[src/sv/fhce_ram.sv]
// Generic single-write, single-read RAM with registered read data.
`default_nettype none
module fhce_ram #(
  parameter int unsigned Width = 8,
  parameter int unsigned Depth = 16
) (
  input  wire logic                     clk_i,
  input  wire logic                     we_i,
  input  wire logic [$clog2(Depth)-1:0] waddr_i,
  input  wire logic [Width-1:0]         wdata_i,
  input  wire logic [$clog2(Depth)-1:0] raddr_i,
  output      logic [Width-1:0]         rdata_o
);
  logic [Width-1:0] mem_q [Depth];

  always_ff @(posedge clk_i) begin
    if (we_i) begin
      mem_q[waddr_i] <= wdata_i;
    end
    rdata_o <= mem_q[raddr_i];
  end
endmodule
`default_nettype wire

[config.mk]
export PLATFORM = sky130hd
export DESIGN_NAME = fhce_ram
export DESIGN_NICKNAME = d
export VERILOG_FILES = /design/src/sv/fhce_ram.sv
export SDC_FILE = /design/constraint.sdc
export NUM_CORES = 1
export LEC_CHECK = 0
export BUFFER_PORTS_ARGS = -buffer_cell sky130_fd_sc_hd__buf_2
export CAP_MARGIN = 25
export CORE_ASPECT_RATIO = 1.2
export CORE_MARGIN = 10
export CORE_UTILIZATION = 28
export DETAILED_ROUTE_END_ITERATION = 12
export HOLD_SLACK_MARGIN = 0.12
export PLACE_DENSITY = 0.41
export SLEW_MARGIN = 25
export SYNTH_ARGS = -nofsm -noshare
export SYNTH_HDL_FRONTEND = slang
export SYNTH_SLANG_ARGS = --single-unit
[constraint.sdc]
create_clock -name clk_i -period 2.1 [get_ports clk_i]
set_input_delay 0.105 -clock clk_i [delete_from_list [all_inputs] [get_ports clk_i]]
set_output_delay 0.105 -clock clk_i [all_outputs]
set_load 0.02 [all_outputs]
Word-level counts from Yosys, hierarchy flattened

Memory sizes are Yosys's and may differ from the RTL's. A register that Yosys moved wholly into a read port is not among the register bits.
Cells that the tools add are included.

Register bits: 0
Memory bits (writable): 128
Input bits: 18
Memories: 1

Memory list:

| name  | depth | width | rd ports | clocked after Yosys merged registers in | write ports | RTL line | RTL |
|---|---|---|---|---|---|---|---|
| mem_q | 16    | 8     | 1        | 1                                       | 1           | 14       | `logic [Width-1:0] mem_q [Depth];` |

Muxes and demuxes: 2

Operators with widths:

| operator          | count |
|---|---|
| two-way mux 1 bit | 2 |

Depth between registers and ports, before layout

Word-level depth: 2
Depth in mapped cells: 5
Depth with buffers taken out: 3

Worst setup path before layout

Ideal clock, no wire load.

Path kind: input to register
Start: input waddr_i[2]
End: memory mem_q[0][0], enable pin
Library setup time: 0.383 ns
Arrival time: 1.215 ns
Required time: 1.717 ns
Setup slack: 0.502 ns
Stages on the path: 2
Buffers on the path: 0
Cells stage by stage: or3b_2 nor3_1

RTL lines:

| item        | RTL line | RTL |
|---|---|---|
| from (decl) | 9        | `input wire logic [$clog2(Depth)-1:0] waddr_i,` |
| to (decl)   | 14       |  |

No word-level cell before the write port.

==> reports/qor.yml <==
run_status:
  status: "finished clean"
logic_synthesis:
  synth-seq-cells: 136
  ys_top_cells_by_area: "edfxtp_1 (75%), mux4_2 (7.9%), mux4_1 (7.1%), dfxtp_1 (3.1%), a22oi_1 (2.3%)"
  ys.flop_type: "edfxtp_1"
  yosysSeqAreaShare_pct: 77.8
  synth_area_leader_cell: "edfxtp_1"
  synth_cells: 229
  synth_area_per_cell_um2: 22.5
  syn_area_um2: 5150
  syn_nets: 247
  yosysUniqueCellTypes: 19
  synth_top_area_share_pct: 74.7
  yosysWarnings: 0
  synth_enable_flop_cells: 128
  ys_async_sr_fraction_pct: 0
drt:
  wl_per_cell_um: 21.3
  m1WireLength_mm: 5.07
  drcViolationCount: 0
  ant_nets: 0
  viasPerCell: 4.69
  met2_length_mm: 5.52
  vias: 2484
  wirelength_mm: 11.3
  route.met3.wl_um: 502
  dr.pass1.iters: 4
  top_layer: "met4"
  first_iter_violations: 156
layout:
  nNetsFinal: 311
  final_cell_area_um2: 6260
  n_antenna_cell: 0
  mostFrequentLayoutCell: "edfxtp_1"
  syn2layout_area_growth_pct: 21.7
  layout_common_cells: "edfxtp_1 (128), buf_2 (25), buf_4 (20)"
  drive_gt1_share_pct: 29.4
critical_path:
  arrival_ps: 1660
  worst_setup_path_end_kind: "flop"
  ff2ff_path_depth: 3
  crit_end: "rdata_o[0]"
  criticalPathCategory: "reg2reg"
  crit_start: "mem_q[1][0]"
  start_kind: "flop"
  crit_fanout: 1
  r2r_slack_ps: 730
  worst_r2r_endpoint: "rdata_o[0]"
  r2r-start: "mem_q[1][0]"
  required_ps: 2390
power_and_ir_drop:
  power_frac_seq_pct: 50.8
  p_per_area_nw_per_um2: 960
  leakage_nw: 2.11
  p_clk_share_pct: 43.8
  p_int_mw: 4.80
  combPwrFrac_pct: 5.4
  ir_drop_uv: 522
  p_switching_mw: 1.21
  swShare_pct: 20.1
floorplanning:
  die_area_um2: 24200
  initial_core_util_pct: 28.4
  num_rows: 54
  ioPinCount: 26
  die_x_um: 144
  core_um2: 18100
  fp.dieH_um: 169
flow_run:
  drv_cap: 0
sta:
  period_share_pct: 65.1
  min_period_ps: 1370
  worst_pin_slew_ps: 476
  setup_ws_ps: 733
  finClkSkew_ps: 4.21
  relSlewSlack_pct: 68.3
  max_freq_mhz: 732
  tns_ps: 0
  final_hold_viol_count: 0
  drv_slew: 0
  rsz0062_at_grt: "false"
  setup_violations: 0
placement:
  gp_congestion: 0.697
  pre_cts_ws_ps: 371
  io_buffers: 25
  place_area_um2: 5660
  place.detailed.hpwl_mm: 7.19
global_route:
  grt_overflow_total: 0
  antenna_found_initial: 0
  grt_max_degree: 24
  grt_first_pass_wirelength_mm: 16.9
  globalRouteTotalUtil_pct: 9.97
  grt_pass1_vias: 2562
cts:
  cts_buffers: 17
  cts_buffer_depth: 2
  cts_tree: "yes"
  clock-sinks: 136
  cts-root-buf: "clkbuf_16"
  postCtsSetupRepairBufs: 0
  clock_latency_ps: 410
  cts_resized: 0
  cts.htree.levels: 4
  path_clk_slew_ps: 50
min_path:
  hold_class: "in2reg"
==> area by class of cell <==
class | instances | area [um2]
clock buffers | 29 | 510
clock inverters | 3 | 17.5
fillers | 1713 | 11800
multi-input cells | 83 | 1060
flip-flops and latches | 136 | 4000
well taps | 224 | 280
repair buffers | 55 | 395
==> metal layers <==
layer,GRT usage (%),vias to the layer above
li1,-,1099
met1,12.7,1303
met2,15.2,66
met3,3.25,16
met4,4.14,0
met5,0,-
==> synth_stat cells, types with 2 or more instances <==
cell / n
edfxtp_1: 128
mux4_2: 18
a22oi_1: 16
mux4_1: 14
nor2_1: 13
nand2_1: 9
dfxtp_1: 8
nor3_1: 4
buf_2: 3
buf_6: 3
clkdlybuf4s25_2: 3
nand2b_1: 2
nand3b_1: 2
==> power by group through the flow <==
stage	Sequential, mW	Clock (mW)	Combinational, mW
detailed placement	3.11	0	0.326
CTS	3.06	2.70	0.338
finish	3.05	2.63	0.325
global placement	3.11	0	0.324
global route	3.06	2.83	0.361
floorplan	3.13	0	0.154
==> cell families (layout without fill, tap and decap cells) <==
group,Yosys count,count (layout),synth area share (%)
buffers and inverters,10,87,1.68
multiplexers,32,32,15.0
flip-flops,136,136,77.8
AO/OA/AOI/OAI,16,16,2.33
AND/OR/NAND/NOR,35,35,3.18
==> flip-flops by register name, indices dropped and copies added, names as in the netlist <==
signal and count:
mem_q 128, rdata_o 8
==> per-stage QoR <==
stage | hold WS, ps | instances | power [mW] | util, %
global route | 260 | 530 | 6.25 | 34.6
detailed placement | 508 | 490 | 3.44 | 31.2
finish | 258 | 530 | 6.01 | 34.6
CTS | 239 | 530 | 6.09 | 34.6
global placement | 505 | 490 | 3.43 | 31.2
floorplan | 204 | 229 | 3.28 | -
==> worst min path at each step <==
stage	start	endpoint	slack (ps)	cells past startpoint
4_1_cts	waddr_i[0]	mem_q[8][4]	240	3
3_5_place_dp	wdata_i[2]	mem_q[2][2]	510	1
6_report	waddr_i[1]	mem_q[4][7]	260	3
3_3_place_gp	wdata_i[2]	mem_q[2][2]	500	1
2_1_floorplan	wdata_i[0]	mem_q[0][0]	200	0
5_1_grt	waddr_i[0]	mem_q[4][4]	260	3
==> timing repair <==
item | in CTS | in global routing
endpoints found under the hold margin | 128 | 0
setup endpoints to repair | 0 | 0
hold buffers | 8 | 0
==> worst max-delay path, cell delays in order, from the launching register on <==
cell and delay, ps:
edfxtp_1 370, mux4_1 500, a22oi_1 270, nand2_1 100
No activity file was read; power rests on OpenSTA's default activity.
