$ cat src/sv/fhce_pkg.sv
// Shared constants, types and ranking function for the frequency heap cache evictor.
`default_nettype none
package fhce_pkg;

  localparam int unsigned ItemIds   = 1024;
  localparam int unsigned HeapDepth = 256;
  localparam int unsigned ItemW     = 10;
  localparam int unsigned SlotW     = $clog2(HeapDepth);
  localparam int unsigned OccW      = $clog2(HeapDepth + 1);
  localparam int unsigned CntW      = 32;
  localparam int unsigned CapW      = 9;

  typedef struct packed {
    logic [ItemW-1:0] item;
    logic [CntW-1:0]  cnt;
    logic [CntW-1:0]  stamp;
  } heap_ent_t;

  typedef struct packed {
    logic             resident;
    logic [SlotW-1:0] slot;
  } item_ent_t;

  typedef struct packed {
    logic             we;
    logic [SlotW-1:0] waddr;
    heap_ent_t        wdata;
    logic [SlotW-1:0] raddr;
  } heap_port_t;

  typedef struct packed {
    logic             we;
    logic [ItemW-1:0] waddr;
    item_ent_t        wdata;
    logic [ItemW-1:0] raddr;
  } item_port_t;

  typedef enum logic [4:0] {
    S_CLR, S_IDLE, S_LOOK, S_HIT, S_EVRD, S_EVLAST, S_DNREQ, S_DNC1, S_DNC2,
    S_DNCMP, S_DNFIN, S_INS, S_UPREQ, S_UPCMP, S_UPFIN, S_RUNCLR
  } state_e;

  // true if entry a ranks above entry b
  function automatic logic ranks_above(heap_ent_t a, heap_ent_t b);
    logic r;
    if (a.cnt != b.cnt) begin
      r = (a.cnt > b.cnt);
    end else begin
      r = (a.stamp < b.stamp);
    end
    return r;
  endfunction

endpackage
`default_nettype wire

$ cat src/sv/fhce_ctrl.sv
// Sequencer: lookup, eviction, heap sift up and down, and run clearing.
`default_nettype none
module fhce_ctrl (
  input  wire logic                         clk_i,
  input  wire logic                         rst_ni,
  input  wire logic [fhce_pkg::OccW-1:0]    cap_i,
  input  wire logic                         req_valid_i,
  output      logic                         req_ready_o,
  input  wire logic [fhce_pkg::ItemW-1:0]   req_item_i,
  input  wire logic                         req_last_i,
  output      logic                         rsp_valid_o,
  input  wire logic                         rsp_ready_i,
  output      logic                         rsp_hit_o,
  output      logic                         rsp_evicted_o,
  output      logic [fhce_pkg::ItemW-1:0]   rsp_evicted_item_o,
  output      logic [fhce_pkg::CntW-1:0]    rsp_drop_count_o,
  output      fhce_pkg::heap_port_t         hp_o,
  input  wire fhce_pkg::heap_ent_t          hp_rdata_i,
  output      fhce_pkg::item_port_t         ip_o,
  input  wire fhce_pkg::item_ent_t          ip_rdata_i
);
  localparam int unsigned SlotW = fhce_pkg::SlotW;
  localparam int unsigned OccW  = fhce_pkg::OccW;
  localparam int unsigned ItemW = fhce_pkg::ItemW;
  localparam int unsigned CntW  = fhce_pkg::CntW;

  fhce_pkg::state_e    state_q, state_d;
  logic [ItemW-1:0]    item_q, item_d;
  logic                last_q, last_d;
  fhce_pkg::heap_ent_t cur_q, cur_d, ch_q, ch_d;
  logic [SlotW-1:0]    pos_q, pos_d, chpos_q, chpos_d;
  logic [OccW-1:0]     occ_q, occ_d, k_q, k_d;
  logic [CntW-1:0]     ridx_q, ridx_d, drop_q, drop_d;
  logic                hit_q, hit_d, ev_q, ev_d, pend_q, pend_d;
  logic [ItemW-1:0]    vic_q, vic_d, clr_q, clr_d;
  logic                rv_q, rv_d, rh_q, rh_d, re_q, re_d;
  logic [ItemW-1:0]    rvic_q, rvic_d;
  logic [CntW-1:0]     rdrop_q, rdrop_d;
  logic [OccW-1:0]     c1, c2, occ_m1;

  assign c1     = {pos_q, 1'b1};
  assign c2     = {1'b0, chpos_q} + OccW'(1);
  assign occ_m1 = occ_q - OccW'(1);

  always_ff @(posedge clk_i or negedge rst_ni) begin
    if (!rst_ni) begin
      state_q <= fhce_pkg::S_CLR;
      occ_q   <= '0;
      ridx_q  <= '0;
      drop_q  <= '0;
      clr_q   <= '0;
      k_q     <= '0;
      pend_q  <= 1'b0;
      rv_q    <= 1'b0;
    end else begin
      state_q <= state_d;
      occ_q   <= occ_d;
      ridx_q  <= ridx_d;
      drop_q  <= drop_d;
      clr_q   <= clr_d;
      k_q     <= k_d;
      pend_q  <= pend_d;
      rv_q    <= rv_d;
    end
  end

  always_ff @(posedge clk_i) begin
    item_q  <= item_d;
    last_q  <= last_d;
    cur_q   <= cur_d;
    ch_q    <= ch_d;
    pos_q   <= pos_d;
    chpos_q <= chpos_d;
    hit_q   <= hit_d;
    ev_q    <= ev_d;
    vic_q   <= vic_d;
    rh_q    <= rh_d;
    re_q    <= re_d;
    rvic_q  <= rvic_d;
    rdrop_q <= rdrop_d;
  end

  always_comb begin
    state_d = state_q;
    item_d  = item_q;
    last_d  = last_q;
    cur_d   = cur_q;
    ch_d    = ch_q;
    pos_d   = pos_q;
    chpos_d = chpos_q;
    occ_d   = occ_q;
    k_d     = k_q;
    ridx_d  = ridx_q;
    drop_d  = drop_q;
    hit_d   = hit_q;
    ev_d    = ev_q;
    vic_d   = vic_q;
    clr_d   = clr_q;
    pend_d  = pend_q;
    rv_d    = rv_q & ~rsp_ready_i;
    rh_d    = rh_q;
    re_d    = re_q;
    rvic_d  = rvic_q;
    rdrop_d = rdrop_q;
    hp_o    = '0;
    ip_o    = '0;
    req_ready_o = 1'b0;

    unique case (state_q)
      fhce_pkg::S_CLR: begin
        ip_o.we    = 1'b1;
        ip_o.waddr = clr_q;
        clr_d      = clr_q + ItemW'(1);
        if (clr_q == ItemW'(fhce_pkg::ItemIds - 1)) begin
          state_d = fhce_pkg::S_IDLE;
        end
      end
      fhce_pkg::S_IDLE: begin
        req_ready_o = 1'b1;
        ip_o.raddr  = req_item_i;
        if (req_valid_i) begin
          item_d  = req_item_i;
          last_d  = req_last_i;
          state_d = fhce_pkg::S_LOOK;
        end
      end
      fhce_pkg::S_LOOK: begin
        hit_d = ip_rdata_i.resident;
        ev_d  = 1'b0;
        vic_d = '0;
        if (ip_rdata_i.resident) begin
          hp_o.raddr = ip_rdata_i.slot;
          pos_d      = ip_rdata_i.slot;
          state_d    = fhce_pkg::S_HIT;
        end else if (occ_q >= cap_i) begin
          state_d = fhce_pkg::S_EVRD;
        end else begin
          state_d = fhce_pkg::S_INS;
        end
      end
      fhce_pkg::S_HIT: begin
        cur_d = hp_rdata_i;
        if (hp_rdata_i.cnt != '1) begin
          cur_d.cnt = hp_rdata_i.cnt + CntW'(1);
        end
        state_d = fhce_pkg::S_UPREQ;
      end
      fhce_pkg::S_EVRD: begin
        ev_d       = 1'b1;
        vic_d      = hp_rdata_i.item;
        ip_o.we    = 1'b1;
        ip_o.waddr = hp_rdata_i.item;
        occ_d      = occ_m1;
        if (drop_q != '1) begin
          drop_d = drop_q + CntW'(1);
        end
        if (occ_m1 != '0) begin
          hp_o.raddr = occ_m1[SlotW-1:0];
          state_d    = fhce_pkg::S_EVLAST;
        end else begin
          state_d = fhce_pkg::S_INS;
        end
      end
      fhce_pkg::S_EVLAST: begin
        cur_d   = hp_rdata_i;
        pos_d   = '0;
        state_d = fhce_pkg::S_DNREQ;
      end
      fhce_pkg::S_DNREQ: begin
        if (c1 >= occ_q) begin
          state_d = fhce_pkg::S_DNFIN;
        end else begin
          hp_o.raddr = c1[SlotW-1:0];
          chpos_d    = c1[SlotW-1:0];
          state_d    = fhce_pkg::S_DNC1;
        end
      end
      fhce_pkg::S_DNC1: begin
        ch_d = hp_rdata_i;
        if (c2 < occ_q) begin
          hp_o.raddr = c2[SlotW-1:0];
          state_d    = fhce_pkg::S_DNC2;
        end else begin
          state_d = fhce_pkg::S_DNCMP;
        end
      end
      fhce_pkg::S_DNC2: begin
        if (fhce_pkg::ranks_above(hp_rdata_i, ch_q)) begin
          ch_d    = hp_rdata_i;
          chpos_d = c2[SlotW-1:0];
        end
        state_d = fhce_pkg::S_DNCMP;
      end
      fhce_pkg::S_DNCMP: begin
        if (fhce_pkg::ranks_above(ch_q, cur_q)) begin
          // move the larger child up into the hole
          hp_o.we    = 1'b1;
          hp_o.waddr = pos_q;
          hp_o.wdata = ch_q;
          ip_o.we    = 1'b1;
          ip_o.waddr = ch_q.item;
          ip_o.wdata = '{resident: 1'b1, slot: pos_q};
          pos_d      = chpos_q;
          state_d    = fhce_pkg::S_DNREQ;
        end else begin
          state_d = fhce_pkg::S_DNFIN;
        end
      end
      fhce_pkg::S_DNFIN: begin
        hp_o.we    = 1'b1;
        hp_o.waddr = pos_q;
        hp_o.wdata = cur_q;
        ip_o.we    = 1'b1;
        ip_o.waddr = cur_q.item;
        ip_o.wdata = '{resident: 1'b1, slot: pos_q};
        state_d    = fhce_pkg::S_INS;
      end
      fhce_pkg::S_INS: begin
        cur_d   = '{item: item_q, cnt: CntW'(1), stamp: ridx_q};
        pos_d   = occ_q[SlotW-1:0];
        occ_d   = occ_q + OccW'(1);
        state_d = fhce_pkg::S_UPREQ;
      end
      fhce_pkg::S_UPREQ: begin
        if (pos_q == '0) begin
          state_d = fhce_pkg::S_UPFIN;
        end else begin
          hp_o.raddr = (pos_q - SlotW'(1)) >> 1;
          state_d    = fhce_pkg::S_UPCMP;
        end
      end
      fhce_pkg::S_UPCMP: begin
        if (fhce_pkg::ranks_above(cur_q, hp_rdata_i)) begin
          // pull the parent down into the hole
          hp_o.we    = 1'b1;
          hp_o.waddr = pos_q;
          hp_o.wdata = hp_rdata_i;
          ip_o.we    = 1'b1;
          ip_o.waddr = hp_rdata_i.item;
          ip_o.wdata = '{resident: 1'b1, slot: pos_q};
          pos_d      = (pos_q - SlotW'(1)) >> 1;
          state_d    = fhce_pkg::S_UPREQ;
        end else begin
          state_d = fhce_pkg::S_UPFIN;
        end
      end
      fhce_pkg::S_UPFIN: begin
        if (!rv_q || rsp_ready_i) begin
          hp_o.we    = 1'b1;
          hp_o.waddr = pos_q;
          hp_o.wdata = cur_q;
          ip_o.we    = 1'b1;
          ip_o.waddr = cur_q.item;
          ip_o.wdata = '{resident: 1'b1, slot: pos_q};
          rv_d       = 1'b1;
          rh_d       = hit_q;
          re_d       = ev_q;
          rvic_d     = vic_q;
          rdrop_d    = drop_q;
          if (ridx_q != '1) begin
            ridx_d = ridx_q + CntW'(1);
          end
          k_d    = '0;
          pend_d = 1'b0;
          state_d = last_q ? fhce_pkg::S_RUNCLR : fhce_pkg::S_IDLE;
        end
      end
      fhce_pkg::S_RUNCLR: begin
        // walk the live heap and drop residency of every entry
        if (pend_q) begin
          ip_o.we    = 1'b1;
          ip_o.waddr = hp_rdata_i.item;
        end
        if (k_q < occ_q) begin
          hp_o.raddr = k_q[SlotW-1:0];
          k_d        = k_q + OccW'(1);
          pend_d     = 1'b1;
        end else begin
          pend_d = 1'b0;
          if (!pend_q) begin
            occ_d   = '0;
            ridx_d  = '0;
            drop_d  = '0;
            state_d = fhce_pkg::S_IDLE;
          end
        end
      end
      default: begin
        state_d = fhce_pkg::S_IDLE;
      end
    endcase
  end

  assign rsp_valid_o        = rv_q;
  assign rsp_hit_o          = rh_q;
  assign rsp_evicted_o      = re_q;
  assign rsp_evicted_item_o = rvic_q;
  assign rsp_drop_count_o   = rdrop_q;

  a_occ_bound: assert property (@(posedge clk_i) disable iff (!rst_ni)
    occ_q <= OccW'(fhce_pkg::HeapDepth))
    else $error("occupancy above heap depth");

  a_rsp_from_fin: assert property (@(posedge clk_i) disable iff (!rst_ni)
    $rose(rv_q) |-> $past(state_q == fhce_pkg::S_UPFIN))
    else $error("response raised outside final sift state");

  a_no_heap_write_in_clr: assert property (@(posedge clk_i) disable iff (!rst_ni)
    (state_q == fhce_pkg::S_CLR || state_q == fhce_pkg::S_RUNCLR) |-> !hp_o.we)
    else $error("heap written during clearing");

  a_evict_only_full: assert property (@(posedge clk_i) disable iff (!rst_ni)
    state_q == fhce_pkg::S_EVRD |-> occ_q >= cap_i)
    else $error("eviction while not full");
endmodule
`default_nettype wire

$ cat config.mk
export PLATFORM = sky130hd
export DESIGN_NAME = fhce_ctrl
export DESIGN_NICKNAME = d
export VERILOG_FILES = /design/src/sv/fhce_pkg.sv /design/src/sv/fhce_ctrl.sv
export SDC_FILE = /design/constraint.sdc
export NUM_CORES = 1
export LEC_CHECK = 0
export ABC_CLOCK_PERIOD_IN_PS = 5400
export BUFFER_PORTS_ARGS = -buffer_cell sky130_fd_sc_hd__buf_2
export CORE_MARGIN = 2
export CORE_UTILIZATION = 54
export DETAILED_ROUTE_END_ITERATION = 7
export GPL_TIMING_DRIVEN = 0
export PLACE_DENSITY = 0.76
export SLEW_MARGIN = 25
export SYNTH_ARGS = -nofsm -noshare
export SYNTH_HDL_FRONTEND = slang
export SYNTH_SLANG_ARGS = --single-unit
$ cat constraint.sdc
create_clock -name clk_i -period 5.4 [get_ports clk_i]
set_input_delay 0.27 -clock clk_i [delete_from_list [all_inputs] [get_ports clk_i]]
set_output_delay 0.27 -clock clk_i [all_outputs]
set_load 0.01 [all_outputs]
======== Word level (Yosys, flattened, before mapping) ========
Index checks and enable logic that the tools add are counted.
word-level totals
  register bits ........................... 330
  input bits .............................. 107
  output and inout port bits .............. 167
  logic and storage cells ................. 177
operators by class
  add/subtract/negate cells ............... 9
  $lt $le $gt $ge ......................... 10
  eq/ne operators ......................... 35
  mux-type cells .......................... 71
  bitwise gates (word level) .............. 2
  reduce and logical (&&, ||, !) cells .... 25
operator list
  kind                                                              count
  83-bit case mux with 4 select lines                               1
  83-bit two-way mux                                                3
  74-bit case mux with 3 select lines                               1
  32-bit two-way mux                                                6
  74-bit case mux with 2 select lines                               1
  32-bit case mux with 2 select lines                               2
  32-bit by 1-bit adder with 32-bit output (second input constant)  3
  32-bit greater-than comparator                                    3
  32-bit less-than comparator                                       3
  32-bit != test                                                    3
  32-bit != test (second input constant)                            3
  8-bit two-way mux                                                 10
  11-bit case mux with 7 select lines                               1
  5-bit case mux with 15 select lines                               1
  74-bit two-way mux                                                1
  20-bit two-way mux                                                3
  8-bit case mux with 6 select lines                                1
  5-bit by 4-bit == test with 1-bit output (second input constant)  8
  8-bit case mux with 5 select lines                                1
  9-bit two-way mux                                                 4
  9-bit case mux with 4 select lines                                1
  5-bit two-way mux                                                 6
  9-bit case mux with 3 select lines                                1
  2-bit != test (second input constant)                             13
  36 further kinds                                                  72

======== Logic depth before layout (Yosys ltp) ========
Gate-level depths: netlist of the first run.
  word-level depth ........................ 5
  gate-level depth with buffers ........... 12
  gate-level depth less buffers ........... 12

======== Worst setup path after synthesis of the first run ========
OpenSTA, ideal clock, no wires.
  path kind ............................... register to register
  start point ............................. reg state_q[1]
  end point ............................... reg cur_q[0] (netlist name), enable pin
  library setup time ...................... 507 ps
  arrival ................................. 4520 ps
  data required time ...................... 4893 ps
  slack ................................... 373 ps
  stages on the path, launching flop included .. 6
  buffers on the path ..................... 3
  clock period less this slack ............ 5027 ps
  cells stage by stage .................... dfrtp_1 clkbuf_1 clkbuf_1 buf_1 mux2_2 nor2_1
between the ends
  longest elaborated chain between the ends .. 2
  elaborated cells on any way between the ends .. 4
  classes of those cells .................. eq/ne: 3; reduce/logical: 1
ends and longest elaborated chain
  what                                                                    RTL line          source
  start, declared                                                         fhce_ctrl.sv:27   fhce_pkg::state_e state_q, state_d;
  start signal, assigned                                                  fhce_ctrl.sv:47   state_q <= fhce_pkg::S_CLR;
  start signal, assigned                                                  fhce_ctrl.sv:56   state_q <= state_d;
  5-bit by 2-bit == test with 1-bit output, or another cell as far along  fhce_ctrl.sv:109  unique case (state_q)
  3-bit nonzero test (no source line) *                                   -
  end signal, assigned                                                    fhce_ctrl.sv:70   cur_q <= cur_d;
  end, declared                                                           fhce_ctrl.sv:30   fhce_pkg::heap_ent_t cur_q, cur_d, ch_q, ch_d;
Every way passes the cells marked *; elsewhere a longest branch is shown, timed or not.
A chain may end at the register's enable or synchronous reset.

==> results of run 1 <==
-- cell families after synthesis --
| logic type | share of synthesized area [%] |
|---|---|
| buffers and inverters | 5.83 |
| adder cells (fa/ha/maj) | 13.5 |
| flip-flops | 43.6 |
| XOR/XNOR | 4.92 |
| AO/OA/AOI/OAI | 13.3 |
| multiplexers | 0.459 |
| AND/OR/NAND/NOR | 18.4 |
-- final timing paths --
kind | to | start | slack, ns | cells past startpoint
worst min-delay path | ch_q[61] | hp_rdata_i[61] | 0.02 | 1
worst max register to register | ridx_q[28] | occ_q[3] | 1.01 | 10
worst max-delay path | hp_o[1] | occ_q[1] | 0.38 | 12
max in group asynchronous | ridx_q[5] | rst_ni | 4.59 | 3
worst min register to register | rsp_evicted_item_o[7] | vic_q[7] | 0.42 | 0
min in group asynchronous | drop_q[5] | rst_ni | 0.13 | 2
-- worst max-delay path: stages, from the launching register on --
cell	delay [ns]
dfrtp_1	0.51
clkbuf_1	0.27
inv_1	0.29
ha_1	0.20
clkbuf_1	0.36
nor3b_1	0.48
nand3_1	0.23
xnor2_1	0.19
a2111oi_2	0.66
nor2_1	0.28
a222oi_1	0.40
nand3_1	0.14
buf_2	0.17
-- synth_stat cells, types with 51 or more instances --
cell type  instances  share of area (%)
o21ai_0          106                2.5
ha_1             233                 14
nand3_1           86                2.0
clkbuf_1          51               0.89
a21oi_1           98                2.3
inv_1            234                4.1
dfrtp_1           98                 11
a22oi_1           82                2.9
nand4_1           71                2.1
edfxtp_1         231                 32
xor2_1            58                2.4
nor2_1           171                3.0
nand2_1          339                5.9
xnor2_1           63                2.6
-- through the flow --
| step | util, % | area, um^2 | TNS (ns) |
|---|---|---|---|
| floorplan | - | 21600 | 0 |
| global placement | 59.6 | 23600 | -173.75 |
| detailed placement | 60.2 | 23800 | 0 |
| CTS | 65.4 | 25900 | 0 |
| global route | 65.5 | 25900 | 0 |
| finish | 65.5 | 25900 | 0 |
-- sequential cells by signal, summed over array words and instances (netlist names), 4 cells and up --
register            flops
ridx_q                 32
item_q                 10
pos_q                   8
chpos_q                 8
state_q                 4
ch_q                   74
rsp_drop_count_o       32
rsp_evicted_item_o     10
drop_q                 32
k_q                     9
cur_q                  74
clr_q                  10
occ_q                   9
vic_q                  10
-- metal layers --
metal / up-vias / part of all wire, % / GRT usage (%)
li1: 9023 / - / -
met1: 9399 / 38 / 43.5
met2: 1133 / 47 / 55.2
met3: 272 / 9.1 / 5.18
met4: 2 / 5.9 / 19.3
met5: - / 0.013 / 0
-- layout make-up --
cell class	instances	share of cell area (%)
Sequential cell	329	36.3
Clock buffer	49	4.10
Inverter	235	3.41
Buffer	87	1.47
Clock inverter	21	0.816
Antenna cell	2	0.0193
Timing Repair Buffer	359	9.08
Multi-Input combinational cell	1645	42.3
Tap cell	525	2.54
-- power breakdown --
| group | internal, mW | switching, mW | leakage, nW |
|---|---|---|---|
| Clock | 1.54 | 1.11 | 0.616 |
| Sequential | 3.41 | 0.472 | 3.47 |
| Combinational | 1.67 | 2.98 | 8.03 |
| Total | 6.62 | 4.56 | 12.1 |
-- what timing repair did --
item	CTS	global route
endpoints found under the setup margin	0	1
gates resized for setup	0	3
hold endpoints to repair	175	0
hold buffers	78	0
-- placed cells by master (no fill, tap or decap), types with 78 or more instances in the layout --
master	Yosys	final
dlygate4sd3_1	0	78
inv_1	234	234
nor2_1	171	169
a22oi_1	82	82
a21oi_1	98	98
o21ai_0	106	105
dfrtp_1	98	98
nand2_1	339	338
nand3_1	86	86
buf_2	11	283
ha_1	233	233
edfxtp_1	231	231
==> metrics.md, run 1 <==
| Metric | Value |
|---|---|
| Nets | 3,035 |
| Die Wd | 204 um |
| Max Clock Skew | 0.0268 ns |
| CTS sink cnt | 329 |
| Final setup fails | 0 |
| Min Tclk post-route | 5.02 ns |
| Initial antenna violation count | 4 |
| Syn Nets | 2,636 |
| Mean cell area of the mapped netlist | 9.39 um^2 |
| Status | completed |
| First-pass GRT wire length | 109,000 um |
| Power Total | 11.2 mW |
| Max-cap viol count | 0 |
| Fmax achieved | 199 MHz |
| Multi-input logic area | 11,000 um^2 |
| Setup WS post-layout | 0.377 ns |
| Ys async rst share | 29.8% |
| Num rows | 73 |
| CP startpoint kind | flop |
| Dominant synthesized flop cell | edfxtp_1 |
| CTS tree | yes |
| CP required | 5.13 ns |
| Worst setup slack after placement | 0.936 ns |
| Initial core utilization | 54.5% |
| Fill count | 3,131 |
| I/O Pins | 274 |
| Number of synthesized flops with an enable pin | 231 |
| Detailed Place HPWL | 52,600 um |
| Max Buffers Root-to-Sink | 3 |
| Number of setup buffers added after CTS | 0 |
| Cell Count, Final, Fillers Out | 3,252 |
| Port buffer count | 273 |
| Slew headroom | 21.4% |
| Hold crit path type | input port to flop |
| First-pass iteration count of the detailed router | 7 |
| Height of the die | 204 um |
| Gr usage total | 34.0% |
| Vias in the first global route | 19,300 |
| RSZ-0062 raised after global routing | false |
| Via count | 19,800 |
| Crit share post-route | 93.0% |
| Grt ovf | 0 |
| Register area share after synthesis | 43.6% |
| Seq cells post-synth | 329 |
| Area delta synth->final | 20.2% |
| CP Max Fanout | 9 |
| Synth warnings | 0 |
| Leak | 12.1 nW |
| Crit end category | primary output |
| Cell area after synthesis | 21,600 um^2 |
| Largest net degree at the start of global routing | 73 |
| Clk slew on worst S/H paths | 0.06 ns |
| Die ar. | 41,500 um^2 |
| Root Driver | clkbuf_16 |
| CTS H-tree depth | 2 |
| Number of remaining DRC errors | 0 |
| Antenna-violating nets left | 0 |
| P per Cell Area | 432 nW/um^2 |
| Cell Count Post-Placement | 3,102 |
| Core Footprint | 39,500 um^2 |
| Worst-skew pair later-pin latency | 0.57 ns |
| Routability cong. | 0.975 |
| Synth Instances | 2,296 |
| Maximum VDD drop | 0.250 mV |
| Synth cell types | 72 |
| Via density | 6.10 |
| Register area | 9390 um^2 |
| Layout cells sized above 1 | 14.3% |
| WP data arrival | 4.75 ns |
| 1st-iter DRT viols | 2,273 |
| Drt wl/cell | 22.1 um |
| Final hold vios | 0 |
| Crit path kind | flop to primary output |
| Worst hold slack | 0.0208 ns |
| Total Wirelength | 71,700 um |
| Worst Tran Pin Value | 1.18 ns |
| CTS Buf Count | 38 |
| Max-slew violations | 0 |
No activity file was read; power rests on OpenSTA's default activity.
==> run 2, diff against run 1 <==
Settings changed: ABC_AREA set to 1, HOLD_SLACK_MARGIN set to 0.06, PLACE_DENSITY 0.76 to 0.75.
==> metrics.md, run 2 <==
| Metric | Value |
|---|---|
| Status | completed (unchanged) |
| Layout cells sized above 1 | 12.2% (was 14.3%) |
| CTS sink cnt | 329 (unchanged) |
| Count leader, synth | nand2_1 (unchanged) |
| Max Clock Skew | 0.0215 ns (was 0.0268 ns) |
| Area delta synth->final | 19.3% (was 20.2%) |
| Clk pwr share | 48.7% (was 23.7%) |
| First-pass GRT wire length | 141,000 um (was 109,000 um) |
| Synth area leader | edfxtp_1 (unchanged) |
| I/O Pins | 274 (unchanged) |
| Commonest non-fill, non-tap cells in the layout | nand2_1 (785), inv_1 (460), buf_2 (290) (was nand2_1 (338), buf_2 (283), inv_1 (234)) |
| CTS Buf Count | 41 (was 38) |
| Initial antenna violation count | 4 (unchanged) |
| Register area share after synthesis | 38.9% (was 43.6%) |
| Worst-skew pair later-pin latency | 0.59 ns (was 0.57 ns) |
| Crit path max-delay family | simple AND/OR/NAND/NOR gates (unchanged) |
| Antenna-violating nets left | 0 (unchanged) |
| RSZ-0062 raised after global routing | false (unchanged) |
| Detailed Place HPWL | 70,200 um (was 52,600 um) |
| Gr usage total | 39.8% (was 34.0%) |
| Fill count | 3,771 (was 3,131) |
| Mean cell area of the mapped netlist | 7.72 um^2 (was 9.39 um^2) |
| Syn Nets | 3,466 (was 2,636) |
| Number of remaining DRC errors | 0 (unchanged) |
| Total Wirelength | 93,600 um (was 71,700 um) |
| CP Max Fanout | 10 (was 9) |
| Synth Instances | 3,126 (was 2,296) |
| Ys async rst share | 29.8% (unchanged) |
| Slew headroom | 22.6% (was 21.4%) |
| CTS H-tree depth | 2 (unchanged) |
| First-pass iteration count of the detailed router | 6 (was 7) |
| Port buffer count | 273 (unchanged) |
| WP depth | 19 (was 12) |
| Slowest-stage cell, CP | dlygate4sd3_1 (was a2111oi_2) |
| Largest net degree at the start of global routing | 53 (was 73) |
| CTS tree | yes (unchanged) |
| Crit path kind | input port to primary output (was flop to primary output) |
| Sw frac | 23.8% (was 40.8%) |
| Post-CTS sizing | 0 (unchanged) |
| Via density | 5.98 (was 6.10) |
| Worst stage delay on the critical path | 0.52 ns (was 0.66 ns) |
| Worst Tran Pin Value | 1.16 ns (was 1.18 ns) |
| CP startpoint kind | input port (was flop) |
| Height of the die | 215 um (was 204 um) |
| Initial core utilization | 54.6% (was 54.5%) |
| Drt wl/cell | 22.5 um (was 22.1 um) |
| P per Cell Area | 208 nW/um^2 (was 432 nW/um^2) |
| Crit share post-route | 86.5% (was 93.0%) |
| Synth cell types | 51 (was 72) |
| Seq cells post-synth | 329 (unchanged) |
| Routability cong. | 1.04 (was 0.975) |
| Synth warnings | 0 (unchanged) |
| 1st-iter DRT viols | 2,893 (was 2,273) |
| Synth area leaders | edfxtp_1 (29%), nand2_1 (12%), ha_1 (12%), dfrtp_1 (10%), inv_1 (7.2%) (was edfxtp_1 (32%), ha_1 (14%), dfrtp_1 (11%), nand2_1 (5.9%), inv_1 (4.1%)) |
| Final setup fails | 0 (unchanged) |
| Seq pwr share | 45.0% (was 34.7%) |
| Design area | 28,800 um^2 (was 25,900 um^2) |
| Number of synthesized flops with an enable pin | 231 (unchanged) |
| Grt ovf | 0 (unchanged) |
| Fmax achieved | 214 MHz (was 199 MHz) |
| WP buf/inv | 6 (was 4) |
| Logic pwr share | 6.3% (was 41.6%) |
| Psw | 1.43 mW (was 4.56 mW) |
| Crit end category | primary output (unchanged) |
| CP required | 5.13 ns (about the same) |
| Die Wd | 215 um (was 204 um) |
| Synth top cells by count | nand2_1 (786), inv_1 (460), nor2_1 (241) (was nand2_1 (339), inv_1 (234), ha_1 (233)) |
| Maximum VDD drop | 0.255 mV (was 0.250 mV) |
| Placed cell area | 26,500 um^2 (was 23,800 um^2) |
| Dominant synthesized flop cell | edfxtp_1 (unchanged) |
| Core Footprint | 44,200 um^2 (was 39,500 um^2) |
| Num rows | 77 (was 73) |
| Hold Path Stages | 3 (was 1) |
| Vias in the first global route | 24,000 (was 19,300) |
| Nets | 3,881 (was 3,035) |
| Number of setup buffers added after CTS | 0 (unchanged) |
| Worst hold slack | 0.0798 ns (was 0.0208 ns) |
| Max Buffers Root-to-Sink | 3 (unchanged) |
| WP data arrival | 4.40 ns (was 4.75 ns) |
| Clk slew on worst S/H paths | 0.06 ns (about the same) |
| Hold crit path type | input port to flop (unchanged) |
| Min Tclk post-route | 4.67 ns (was 5.02 ns) |
| Area share of the largest cell type after synthesis | 28.7% (was 32.2%) |
| Max-cap viol count | 0 (unchanged) |
| Cell area after synthesis | 24,100 um^2 (was 21,600 um^2) |
| Most common cell after layout, fill and taps aside | nand2_1 (unchanged) |
| Int Power | 4.57 mW (was 6.62 mW) |
| Most frequent CP cell | nand2_1 |
| Die ar. | 46,400 um^2 (was 41,500 um^2) |
| Largest regs | ch_q (74), cur_q (74) (unchanged) |
| Via count | 24,900 (was 19,800) |
| Root Driver | clkbuf_16 (unchanged) |
| Critical-path cell list | dlygate4sd3_1 -> buf_2 -> clkbuf_1 -> inv_1 -> ha_1 -> nand2_1 -> nor2_1 -> nand4_1 -> nor2_1 -> nand2_1 -> nand3_1 -> nor2_1 -> nand2_1 -> nand2_1 -> nor2_2 -> buf_2 -> nand2_1 -> nand3_1 -> buf_2 (was clkbuf_1 -> inv_1 -> ha_1 -> clkbuf_1 -> nor3b_1 -> nand3_1 -> xnor2_1 -> a2111oi_2 -> nor2_1 -> a222oi_1 -> nand3_1 -> buf_2) |
| Leak | 14.0 nW (was 12.1 nW) |
| Max-slew violations | 0 (unchanged) |
| R2R cell count | 13 (was 10) |
| Final hold vios | 0 (unchanged) |
## run 2: cell count changes after synthesis, moves of 29 or more
cell,before,now
nand2_1,339,786
inv_1,234,460
o21ai_0,106,192
a22oi_1,82,2
nand4_1,71,148
nor2_1,171,241
xnor2_1,63,6
nor3_1,32,83
nand3_1,86,136
a21oi_1,98,135
and3_1,39,3
o21ai_1,4,39
a21o_1,30,1
and2_1,29,0
## run 2: metal layers
metal / wire, um / track usage, %
met3: 9930 / 8.40
met1: 37500 / 53.0
met5: 39 / 0
met4: 4980 / 19.6
met2: 41100 / 62.0
## run 2: worst paths after layout
path / to / slack, ns / from
setup reg to reg: ch_q[58] / 1.91 / ch_q[47]
max in group asynchronous: occ_q[3] / 4.51 / rst_ni
setup / recovery: hp_o[35] / 0.73 / hp_rdata_i[55]
min in group asynchronous: drop_q[2] / 0.19 / rst_ni
hold / removal: pos_q[3] / 0.08 / ip_rdata_i[3]
hold reg to reg: rsp_evicted_item_o[8] / 0.42 / vic_q[8]
## run 2: worst reg2reg max path, stage by stage, from the launching register on
cell and delay (ns):
edfxtp_1 0.39, inv_1 0.06, ha_1 0.29, nand2_1 0.07, inv_1 0.06, nand3_1 0.12
nor3_1 0.32, nand3_1 0.28, nor2_1 0.29, nand3_1 0.16, nand2_1 0.18, nand2_1 0.13
nand2_4 0.44, buf_16 0.35
## run 2: cell type report
type | instances | area, um^2 | area share (%)
plain buffers | 109 | 562 | 1.95
clock buffers | 55 | 1170 | 4.07
clock inverters | 21 | 234 | 0.812
repair buffers | 372 | 2490 | 8.63
diodes | 1 | 2.50 | 0.00869
well taps | 592 | 741 | 2.57
multi-input cells | 2212 | 12400 | 43.2
inverters | 476 | 1790 | 6.20
flip-flops and latches | 329 | 9390 | 32.6
## run 2: metrics by stage
step / instances / total power, mW / setup WS [ns] / util, % / TNS, ns
6_report: 4167 / 6.00 / 0.729 / 65.1 / 0
3_3_place_gp: 3991 / 3.04 / -1.29 / 59.4 / -94.60
3_5_place_dp: 3998 / 3.06 / 1.55 / 59.9 / 0
4_1_cts: 4166 / 5.99 / 0.988 / 65.1 / 0
2_1_floorplan: 3126 / 2.90 / 1.02 / - / 0
5_1_grt: 4167 / 6.13 / 0.578 / 65.1 / 0
## run 2: cells by family (layout without fill, tap and decap cells)
| family | count (synthesis) | after routing | synth area share, % |
|---|---|---|---|
| and+or+nand+nor | 1455 | 1455 | 26.3 |
| buffers and inverters | 585 | 1033 | 9.71 |
| AOI/OAI and AO/OA | 435 | 435 | 9.85 |
| DFF | 329 | 329 | 38.9 |
| adders and majority gates | 233 | 233 | 12.1 |
| xor gates and xnor gates | 89 | 89 | 3.23 |
| other | 0 | 1 | 0 |
## run 2: repair_timing
item	4_1_cts	5_1_grt
endpoints found under the setup margin	0	0
hold endpoints to repair	139	0
hold buffers	92	0
## run 2: power by group through the flow
stage | logic (mW) | clock network, mW | registers (mW)
final | 0.377 | 2.92 | 2.70
after global placement | 0.293 | 0 | 2.75
after detailed placement | 0.309 | 0 | 2.75
after global routing | 0.412 | 3.02 | 2.70
after CTS | 0.364 | 2.92 | 2.70
after floorplan | 0.148 | 0 | 2.75
